<file path="src/hdl/hlp_pkg.sv">
// Shared types, codes and character constants for the hex load file parser.
// Used by every module of the block; depends on nothing.
package hlp_pkg;

  localparam int ADDR_WIDTH_DEF     = 32;
  localparam int MAX_ADDR_BYTES_DEF = 4;
  localparam int OUT_ADDR_WIDTH     = 32;
  localparam int MIN_ADDR_BYTES     = 2;

  localparam logic [2:0] PH_IDLE    = 3'd0;
  localparam logic [2:0] PH_DATA_LO = 3'd1;
  localparam logic [2:0] PH_CMD     = 3'd2;
  localparam logic [2:0] PH_ADDR_HI = 3'd3;
  localparam logic [2:0] PH_ADDR_LO = 3'd4;
  localparam logic [2:0] PH_HALT    = 3'd5;

  localparam logic [1:0] KIND_DATA  = 2'd0;
  localparam logic [1:0] KIND_END   = 2'd1;
  localparam logic [1:0] KIND_ERROR = 2'd2;

  localparam logic [2:0] ERR_NO_DATA  = 3'd0;
  localparam logic [2:0] ERR_ILLEGAL  = 3'd1;
  localparam logic [2:0] ERR_UNK_CMD  = 3'd2;
  localparam logic [2:0] ERR_SHORT    = 3'd3;
  localparam logic [2:0] ERR_COMMA    = 3'd4;
  localparam logic [2:0] ERR_HEX      = 3'd5;
  localparam logic [2:0] ERR_NONE     = 3'd0;

  localparam logic [7:0] CHAR_SPACE  = 8'h20;
  localparam logic [7:0] CHAR_TAB    = 8'h09;
  localparam logic [7:0] CHAR_CR     = 8'h0D;
  localparam logic [7:0] CHAR_LF     = 8'h0A;
  localparam logic [7:0] CHAR_FF     = 8'h0C;
  localparam logic [7:0] CHAR_CTRL_Z = 8'h1A;
  localparam logic [7:0] CHAR_DOLLAR = 8'h24;
  localparam logic [7:0] CHAR_CMD_A  = 8'h41;
  localparam logic [7:0] CHAR_COMMA  = 8'h2C;
  localparam logic [7:0] CHAR_0      = 8'h30;
  localparam logic [7:0] CHAR_9      = 8'h39;
  localparam logic [7:0] CHAR_LC_A   = 8'h61;
  localparam logic [7:0] CHAR_LC_F   = 8'h66;
  localparam logic [7:0] CHAR_UC_A   = 8'h41;
  localparam logic [7:0] CHAR_UC_F   = 8'h46;

  typedef struct packed {
    logic       is_hex;
    logic [3:0] hex_val;
    logic       is_space;
    logic       is_dollar;
    logic       is_cmd_a;
    logic       is_comma;
  } char_class_t;

  typedef struct packed {
    logic [1:0]                event_kind;
    logic [7:0]                data_byte;
    logic [OUT_ADDR_WIDTH-1:0] byte_address;
    logic [2:0]                error_code;
  } result_t;

endpackage

</file>
<file path="src/hdl/hex_load_file_char_parser_unit.sv">
// Top level: one character beat per cycle while in_ready is high, at most one result beat per character.
// Each result is registered in the output buffer before it appears on the output.
// The two-entry output buffer keeps input open
// for one more beat while a result is stalled, and closes it while both entries are full.
// Reset (synchronous, active high) returns the parser to idle with address zero and
// empties the output buffer. Depends on hlp_pkg, hlp_char_class, hlp_parse_core, hlp_out_buffer.
module hex_load_file_char_parser_unit #(
  parameter int ADDR_WIDTH     = hlp_pkg::ADDR_WIDTH_DEF,
  parameter int MAX_ADDR_BYTES = hlp_pkg::MAX_ADDR_BYTES_DEF
) (
  input  logic                                clk,
  input  logic                                rst,
  input  logic                                in_valid,
  output logic                                in_ready,
  input  logic [7:0]                          char_code,
  input  logic                                end_of_input,
  output logic                                out_valid,
  input  logic                                out_ready,
  output logic [1:0]                          event_kind,
  output logic [7:0]                          data_byte,
  output logic [hlp_pkg::OUT_ADDR_WIDTH-1:0]  byte_address,
  output logic [2:0]                          error_code
);
  import hlp_pkg::*;

  char_class_t cls;
  logic        accept;
  logic        res_valid;
  result_t     res;
  result_t     out_data;

  assign accept = in_valid && in_ready;

  hlp_char_class u_class (
    .char_code    (char_code),
    .end_of_input (end_of_input),
    .cls          (cls)
  );

  hlp_parse_core #(
    .ADDR_WIDTH     (ADDR_WIDTH),
    .MAX_ADDR_BYTES (MAX_ADDR_BYTES)
  ) u_core (
    .clk          (clk),
    .rst          (rst),
    .accept       (accept),
    .end_of_input (end_of_input),
    .cls          (cls),
    .res_valid    (res_valid),
    .res          (res)
  );

  hlp_out_buffer u_out (
    .clk       (clk),
    .rst       (rst),
    .push      (accept && res_valid),
    .push_data (res),
    .ready     (in_ready),
    .out_valid (out_valid),
    .out_ready (out_ready),
    .out_data  (out_data)
  );

  assign event_kind   = out_data.event_kind;
  assign data_byte    = out_data.data_byte;
  assign byte_address = out_data.byte_address;
  assign error_code   = out_data.error_code;

endmodule

</file>
<file path="src/hdl/hlp_char_class.sv">
// Character classifier: hex digit value and the special characters of the format.
// Depends on hlp_pkg.
module hlp_char_class (
  input  logic                 [7:0] char_code,
  input  logic                       end_of_input,
  output hlp_pkg::char_class_t       cls
);
  import hlp_pkg::*;

  logic is_digit;
  logic is_lower;
  logic is_upper;
  logic [7:0] offset;

  always_comb begin
    is_digit = (char_code >= CHAR_0) && (char_code <= CHAR_9);
    is_lower = (char_code >= CHAR_LC_A) && (char_code <= CHAR_LC_F);
    is_upper = (char_code >= CHAR_UC_A) && (char_code <= CHAR_UC_F);
    if (is_digit) begin
      offset = char_code - CHAR_0;
    end else if (is_lower) begin
      offset = char_code - CHAR_LC_A + 8'd10;
    end else begin
      offset = char_code - CHAR_UC_A + 8'd10;
    end
    cls.is_hex    = !end_of_input && (is_digit || is_lower || is_upper);
    cls.hex_val   = offset[3:0];
    cls.is_space  = !end_of_input && ((char_code == CHAR_SPACE) || (char_code == CHAR_TAB) ||
                    (char_code == CHAR_CR) || (char_code == CHAR_LF) ||
                    (char_code == CHAR_FF) || (char_code == CHAR_CTRL_Z));
    cls.is_dollar = !end_of_input && (char_code == CHAR_DOLLAR);
    cls.is_cmd_a  = !end_of_input && (char_code == CHAR_CMD_A);
    cls.is_comma  = !end_of_input && (char_code == CHAR_COMMA);
  end

endmodule

</file>
<file path="src/hdl/hlp_parse_core.sv">
// Parser state registers and the combinational next-state and result logic.
// Depends on hlp_pkg; consumes the classifier output.
module hlp_parse_core #(
  parameter int ADDR_WIDTH     = hlp_pkg::ADDR_WIDTH_DEF,
  parameter int MAX_ADDR_BYTES = hlp_pkg::MAX_ADDR_BYTES_DEF
) (
  input  logic                 clk,
  input  logic                 rst,
  input  logic                 accept,
  input  logic                 end_of_input,
  input  hlp_pkg::char_class_t cls,
  output logic                 res_valid,
  output hlp_pkg::result_t     res
);
  import hlp_pkg::*;

  localparam int CountWidth = $clog2(MAX_ADDR_BYTES + 1);

  logic [2:0]            phase;
  logic [2:0]            phase_next;
  logic [3:0]            pending_nibble;
  logic [3:0]            pending_nibble_next;
  logic [ADDR_WIDTH-1:0] load_address;
  logic [ADDR_WIDTH-1:0] load_address_next;
  logic [CountWidth-1:0] address_byte_count;
  logic [CountWidth-1:0] address_byte_count_next;
  logic                  saw_data;
  logic                  saw_data_next;
  logic [7:0]            pair_byte;
  logic [63:0]           addr_wide;

  assign pair_byte = {pending_nibble, cls.hex_val};
  assign addr_wide = 64'(load_address);

  always_comb begin
    phase_next              = phase;
    pending_nibble_next     = pending_nibble;
    load_address_next       = load_address;
    address_byte_count_next = address_byte_count;
    saw_data_next           = saw_data;
    res_valid               = 1'b0;
    res.event_kind          = KIND_DATA;
    res.data_byte           = 8'd0;
    res.byte_address        = '0;
    res.error_code          = ERR_NONE;
    unique case (phase)
      PH_IDLE: begin
        if (end_of_input) begin
          res_valid = 1'b1;
          if (!saw_data) begin
            res.event_kind = KIND_ERROR;
            res.error_code = ERR_NO_DATA;
            phase_next     = PH_HALT;
          end else begin
            res.event_kind = KIND_END;
          end
        end else if (cls.is_hex) begin
          pending_nibble_next = cls.hex_val;
          phase_next          = PH_DATA_LO;
        end else if (cls.is_space) begin
          phase_next = PH_IDLE;
        end else if (cls.is_dollar) begin
          phase_next = PH_CMD;
        end else begin
          res_valid      = 1'b1;
          res.event_kind = KIND_ERROR;
          res.error_code = ERR_ILLEGAL;
          phase_next     = PH_HALT;
        end
      end
      PH_DATA_LO: begin
        res_valid = 1'b1;
        if (!cls.is_hex) begin
          res.event_kind = KIND_ERROR;
          res.error_code = ERR_HEX;
          phase_next     = PH_HALT;
        end else begin
          res.data_byte       = pair_byte;
          res.byte_address    = addr_wide[OUT_ADDR_WIDTH-1:0];
          pending_nibble_next = 4'd0;
          saw_data_next       = 1'b1;
          load_address_next   = load_address + ADDR_WIDTH'(1);
          phase_next          = PH_IDLE;
        end
      end
      PH_CMD: begin
        if (!cls.is_cmd_a) begin
          res_valid      = 1'b1;
          res.event_kind = KIND_ERROR;
          res.error_code = ERR_UNK_CMD;
          phase_next     = PH_HALT;
        end else begin
          load_address_next       = '0;
          address_byte_count_next = '0;
          phase_next              = PH_ADDR_HI;
        end
      end
      PH_ADDR_HI: begin
        if (address_byte_count >= CountWidth'(MAX_ADDR_BYTES)) begin
          if (!cls.is_comma) begin
            res_valid      = 1'b1;
            res.event_kind = KIND_ERROR;
            res.error_code = ERR_COMMA;
            phase_next     = PH_HALT;
          end else begin
            phase_next = PH_IDLE;
          end
        end else if (cls.is_comma) begin
          if (address_byte_count < CountWidth'(MIN_ADDR_BYTES)) begin
            res_valid      = 1'b1;
            res.event_kind = KIND_ERROR;
            res.error_code = ERR_SHORT;
            phase_next     = PH_HALT;
          end else begin
            phase_next = PH_IDLE;
          end
        end else if (!cls.is_hex) begin
          res_valid      = 1'b1;
          res.event_kind = KIND_ERROR;
          res.error_code = ERR_HEX;
          phase_next     = PH_HALT;
        end else begin
          pending_nibble_next = cls.hex_val;
          phase_next          = PH_ADDR_LO;
        end
      end
      PH_ADDR_LO: begin
        if (!cls.is_hex) begin
          res_valid      = 1'b1;
          res.event_kind = KIND_ERROR;
          res.error_code = ERR_HEX;
          phase_next     = PH_HALT;
        end else begin
          load_address_next       = {load_address[ADDR_WIDTH-9:0], pair_byte};
          pending_nibble_next     = 4'd0;
          address_byte_count_next = address_byte_count + CountWidth'(1);
          phase_next              = PH_ADDR_HI;
        end
      end
      default: begin
        phase_next = phase;
      end
    endcase
  end

  always_ff @(posedge clk) begin
    if (rst) begin
      phase              <= PH_IDLE;
      pending_nibble     <= 4'd0;
      load_address       <= '0;
      address_byte_count <= '0;
      saw_data           <= 1'b0;
    end else if (accept) begin
      phase              <= phase_next;
      pending_nibble     <= pending_nibble_next;
      load_address       <= load_address_next;
      address_byte_count <= address_byte_count_next;
      saw_data           <= saw_data_next;
    end
  end

  a_halt_sticks: assert property (@(posedge clk) disable iff (rst)
    (phase == PH_HALT) |=> (phase == PH_HALT))
    else $error("Parser left the halted phase without reset.");

  a_error_halts: assert property (@(posedge clk) disable iff (rst)
    (accept && res_valid && (res.event_kind == KIND_ERROR)) |=> (phase == PH_HALT))
    else $error("A fatal event did not halt the parser.");

  a_count_bound: assert property (@(posedge clk) disable iff (rst)
    (address_byte_count <= CountWidth'(MAX_ADDR_BYTES)))
    else $error("Address pair count ran past its limit.");

  a_saw_data_cause: assert property (@(posedge clk) disable iff (rst)
    $rose(saw_data) |-> $past(accept && res_valid && (res.event_kind == KIND_DATA)))
    else $error("Data flag set without a data beat.");

endmodule

</file>
<file path="src/hdl/hlp_out_buffer.sv">
// Two-entry output buffer: a result register plus a skid register.
// Depends on hlp_pkg; lets the parser take a beat while a result is stalled.
module hlp_out_buffer (
  input  logic             clk,
  input  logic             rst,
  input  logic             push,
  input  hlp_pkg::result_t push_data,
  output logic             ready,
  output logic             out_valid,
  input  logic             out_ready,
  output hlp_pkg::result_t out_data
);
  import hlp_pkg::*;

  logic    main_valid;
  logic    skid_valid;
  result_t main_data;
  result_t skid_data;

  assign ready     = !skid_valid;
  assign out_valid = main_valid;
  assign out_data  = main_data;

  always_ff @(posedge clk) begin
    if (rst) begin
      main_valid <= 1'b0;
      skid_valid <= 1'b0;
    end else if (!main_valid || out_ready) begin
      if (skid_valid) begin
        main_valid <= 1'b1;
        skid_valid <= 1'b0;
      end else begin
        main_valid <= push;
      end
    end else if (push) begin
      skid_valid <= 1'b1;
    end
  end

  always_ff @(posedge clk) begin
    if (!main_valid || out_ready) begin
      main_data <= skid_valid ? skid_data : push_data;
    end else if (push) begin
      skid_data <= push_data;
    end
  end

  a_skid_implies_main: assert property (@(posedge clk) disable iff (rst)
    skid_valid |-> main_valid)
    else $error("Skid entry held while the result register is empty.");

  a_skid_drains: assert property (@(posedge clk) disable iff (rst)
    (skid_valid && out_ready) |=> (main_valid && !skid_valid))
    else $error("Skid entry did not move into the result register.");

  a_no_push_when_full: assert property (@(posedge clk) disable iff (rst)
    skid_valid |-> !push)
    else $error("Result pushed while both entries were occupied.");

endmodule

</file>
<file path="config.mk">
export PLATFORM = sky130hd
export DESIGN_NAME = hex_load_file_char_parser_unit
export DESIGN_NICKNAME = d
export VERILOG_FILES = /design/src/hdl/hlp_pkg.sv /design/src/hdl/hex_load_file_char_parser_unit.sv /design/src/hdl/hlp_char_class.sv /design/src/hdl/hlp_parse_core.sv /design/src/hdl/hlp_out_buffer.sv
export SDC_FILE = /design/constraint.sdc
export NUM_CORES = 1
export LEC_CHECK = 0
export BUFFER_PORTS_ARGS = -buffer_cell sky130_fd_sc_hd__buf_2
export CAP_MARGIN = 25
export CORE_ASPECT_RATIO = 1.1
export CORE_UTILIZATION = 45
export CTS_BUF_LIST = sky130_fd_sc_hd__clkbuf_8
export CTS_CLUSTER_DIAMETER = 100
export DETAILED_ROUTE_END_ITERATION = 8
export PLACE_DENSITY = 0.71
export SLEW_MARGIN = 5
export SYNTH_ARGS = -nofsm -noshare
export SYNTH_HDL_FRONTEND = slang
export SYNTH_HIERARCHICAL = 1
export SYNTH_SLANG_ARGS = --single-unit
export TNS_END_PERCENT = 1
</file>
<file path="constraint.sdc">
create_clock -name clk -period 4.9 [get_ports clk]
set_clock_uncertainty 0.1 [all_clocks]
set_input_delay 0.49 -clock clk [delete_from_list [all_inputs] [get_ports clk]]
set_output_delay 0.49 -clock clk [all_outputs]
set_load 0.03 [all_outputs]
</file>
==> Word-level counts from Yosys, hierarchy flattened <==
Cells that the tools add are included.
{ "totals": {"register_bits": 135, "latch_bits": 0, "ramBits": 0, "rom_bits": 0, "input_bits": 13, "output_inout_bits": 47, "word_cells": 152, "mem_count": 0} }
{ "op_classes": {"addsub": 7, "n_mul": 0, "n_div": 0, "order_cmp": 8, "n_eq_ne": 21, "shift": 0, "n_mux": 66, "n_bitwise": 1, "reduce_logical": 34} }
{ "op_table": {"columns": ["operator", "count"], "rows": [
  ["two-way mux 32 bit", 3],
  ["one-hot mux 32 bit (3 select lines)", 1],
  ["two-way mux 40 bit", 2],
  ["two-way mux 3 bit", 20],
  ["two-way mux 45 bit", 1],
  ["adder 32 x 1 -> 32 bit, second input constant", 1],
  ["== test 8 x 4 -> 1 bit, second input constant", 4],
  ["two-way mux 4 bit", 7],
  ["two-way mux 2 bit", 13],
  ["== test 8 x 6 -> 1 bit, second input constant", 3],
  ["greater-or-equal comparator 8 x 7 -> 1 bit, second input constant", 2],
  ["<= comparator 8 x 7 -> 1 bit, second input constant", 2],
  ["one-hot mux 3 bit (5 select lines)", 1],
  ["two-way mux 1 bit", 13],
  ["one-hot mux 3 bit (4 select lines)", 1],
  ["one-hot mux 4 bit (3 select lines)", 1],
  ["subtractor 4 x 1 -> 4 bit, second input constant", 3],
  ["logical AND 1 bit", 10],
  ["adder 4 bit, second input constant", 2],
  ["== test 8 x 5 -> 1 bit, second input constant", 1],
  ["== test 8 x 7 -> 1 bit, second input constant", 1],
  ["greater-or-equal comparator 8 x 6 -> 1 bit, second input constant", 1],
  ["<= comparator 8 x 6 -> 1 bit, second input constant", 1],
  ["logical OR 1 bit", 8],
  ["other kinds (24)", 35]
]} }

==> Longest topological paths before layout <==
{ "depth": {"depth_word": 13, "mapped_depth": 13, "depth_no_buf": 13} }

==> By module <==
The synthesis kept the hierarchy.
{ "modules_own_cells": {"columns": ["mod", "instances", "cells_per_inst", "area_per_inst_um2", "seq_area_each_um2"], "rows": [
  ["hlp_out_buffer", 1, 149, 3435.8, 2742.6],
  ["hlp_parse_core", 1, 459, 3405.8, 860.8],
  ["hlp_char_class", 1, 38, 324.1, 0.0],
  ["hex_load_file_char_parser_unit", 1, 2, 12.5, 0.0]
]} }

==> Worst setup path after synthesis <==
No wires, ideal clock.
{ "synth_timing": {"kind": "input-to-reg", "start": "input char_code[0]", "end": "register u_out/skid_data[0] (netlist bit), enable pin", "setup_time_ps": 447, "t_arrival_ps": 3868, "t_required_ps": 4353, "path_slack_ps": 485, "cell_stages": 12, "n_path_buf": 1, "cell_sequence": "inv_1 -> ha_1 -> o21bai_4 -> a21oi_4 -> o2bb2ai_1 -> clkbuf_1 -> nor3b_1 -> nor2_1 -> o21ai_0 -> and3_1 -> inv_1 -> nor2_1"} }
{ "synth_lines": {"columns": ["element", "line", "text"], "rows": [
  ["start: declaration", "hex_load_file_char_parser_unit.sv:15", "input logic [7:0] char_code,"],
  ["end signal: assignment", "hlp_out_buffer.sv:44", "skid_data <= push_data;"],
  ["end: declaration", "hlp_out_buffer.sv:18", "result_t skid_data;"]
]} }

==> flow_metrics.tcl <==
set metrics [dict create \
    cts_tree "yes" \
    hold_viol_final 0 \
    die_w_um 122 \
    fin_crit_ps 3220 \
    gp_congestion 0.893 \
    grt.total_usage_pct 19.7 \
    antennaDiodeCount 0 \
    p_total_mw 2.40 \
    hp-class "reg -> reg" \
    cts_resized 0 \
    hold_start "u_core/pending_nibble[0]" \
    die_area_mm2 0.0165 \
    drt-total-wl_mm 15.7 \
    clkTransAtPathRegs_ps 70 \
    synth_top_area_share_pct 37.7 \
    ys_seq_area_share_pct 50.2 \
    cp.arrival_ps 3200 \
    insertion_delay_ps 440 \
    cts_htree_levels 4 \
    nFillCells 1404 \
    finalCritPeriodShare_pct 65.7 \
    max_freq_mhz 311 \
    portBuffers 59 \
    post-route-cell-area_mm2 0.00789 \
    yosys-top-cells-area "edfxtp_1 (38%), dfxtp_1 (13%), mux2_4 (6.1%)" \
    dpl_cell_area_mm2 0.00749 \
    wl_per_cell_um 17.4 \
    r2r-start "u_core/phase[0]" \
    netlist_instances 648 \
    multi_input_area_mm2 0.00321 \
    antenna_found_initial 0 \
    fp-row-count 48 \
    worstSetupStartpoint "char_code[0]" \
    hold_ws_ps 408 \
    syn-num-nets 669 \
    cts.sinks 135 \
    final_nets 710 \
    crit_path_max_fanout 35 \
    post_cts_buffers 0 \
    core_area_mm2 0.0156 \
    layout-drive-gt1-share_pct 24.6 \
    syn_area_mm2 0.00718 \
    synthFlopType "edfxtp_1" \
    startpoint_type "input pin" \
    grt_first_pass_wirelength_mm 25.6 \
    cts_made_buffers 17 \
    vdd_drop_max_mv 0.157 \
    die_h_um 134 \
    synth_most_common_cell "edfxtp_1" \
    dr.pass1.iters 6 \
    num_io_pins 60 \
    place_hpwl_mm 10.7 \
    ys_types 79 \
    overflow 0 \
    slew_headroom_pct 47.9 \
    yosysTopAreaCell "edfxtp_1" \
    worst-setup-path-type "in -> reg" \
    cts_root_buf "clkbuf_8" \
    drcViolationCount 0 \
    avgSynthCellArea_um2 11.1 \
    vias 5325 \
    grt_pass1_vias 5052 \
    yosys_warnings 6 \
    clk_path_buf_depth 2 \
    rsz0062_at_grt "no" \
    report.final.slew_viol_count 0 \
    fin_setup_tns_ps 0 \
    setup_viol 0 \
    vias_per_cell 5.90 \
    required_ps 4890 \
    timing.critical_path.to_type "register" \
    areaGrowthSynthToFinish_pct 9.95 \
    status "completed" \
    hold_buffers 0 \
    drv_cap 0 \
    synthArstFlopShare_pct 0 \
    synth.cells.most_frequent "edfxtp_1 (90), nand2_1 (47), dfxtp_1 (45)" \
    worst-slew-pin-transition_ps 781 \
    grt_max_degree 49 \
    start_util_pct 46.0 \
    p_per_area_mw_per_mm2 305 \
    synth_edf_count 90 \
    synth_seq_cells 135 \
    drtIter0Drc 494 \
    ant_nets 0 \
    layout.area.seq_mm2 0.00360 \
    p_leak_nw 2.89 \
]
[state kept, by name (all words and copies together) (netlist names)]
name                       cells
u_core/saw_data                1
u_out/out_data                45
u_core/load_address           32
u_core/phase                   3
u_out/out_valid                1
u_core/address_byte_count      3
u_core/pending_nibble          4
u_out/skid_valid               1
u_out/skid_data               45
[final timing paths]
path | to | slack, ps | cells past startpoint
max | u_out/skid_data[19] | 1680 | 16
min | u_core/pending_nibble[0] | 410 | 2
max reg2reg | u_out/skid_data[19] | 2030 | 8
min reg2reg | u_core/pending_nibble[0] | 410 | 2
[power by group]
group          total [mW]  leakage, nW  switching (mW)  internal, mW
clock network       0.900        0.193           0.477         0.423
registers            1.27         1.29          0.0190          1.25
logic               0.238         1.40           0.166        0.0723
total                2.40         2.89           0.662          1.74
[cell usage in the layout (no fill, tap or decap), types with 13 or more instances in the layout]
master    instances
edfxtp_1         90
mux2_2           17
clkbuf_8         17
nor3_1           21
buf_2            59
and2_1           40
a21oi_1          44
inv_1            16
nor2_1           31
nand2_1          47
dfxtp_1          44
nand4_1          13
mux2_4           29
nand3_1          21
o21ai_0          26
[routing by layer]
| layer | up-vias | track usage (%) | part of all wire [%] |
|---|---|---|---|
| met1 | 2610 | 25.4 | 44 |
| met3 | 32 | 3.67 | 4.8 |
| met5 | - | 0 | 0 |
| li1 | 2509 | - | - |
| met2 | 174 | 31.9 | 49 |
| met4 | 0 | 9.21 | 2.3 |
[worst max-delay path, stage by stage]
cell	delay, ps
buf_2	130
inv_1	100
ha_1	250
o21bai_4	190
a21oi_4	90
o2bb2ai_1	120
buf_4	190
nor3_1	140
nor3_1	80
nor2_1	120
nor2_1	50
o21ai_0	160
and3_1	220
inv_1	70
nor2_4	290
buf_4	470
[cell type report]
| cell class | instances | share of cell area [%] |
|---|---|---|
| clock buffers | 17 | 2.96 |
| clock inverters | 15 | 2.00 |
| inverters | 16 | 0.761 |
| multi-input cells | 449 | 40.6 |
| flip-flops and latches | 135 | 45.7 |
| well taps | 200 | 3.17 |
| repair buffers | 70 | 4.79 |
[stage by stage]
step                      setup slack (ps)  std cells  util, %
after CTS                             1560        901     50.5
final                                 1680        902     50.5
after global placement                1250        869     48.0
after floorplan                        485        648        -
after detailed placement              1080        869     48.0
after global routing                  1440        902     50.5
[kinds of logic after synthesis]
kind of cell / share of synthesized area, %
and+or+nand+nor: 19.4
xor gates and xnor gates: 0.488
DFF: 50.2
muxes: 9.43
AOI/OAI and AO/OA: 13.5
buffers and inverters: 5.51
adders and majority gates: 1.39
Power figures use the tool's default switching activity.
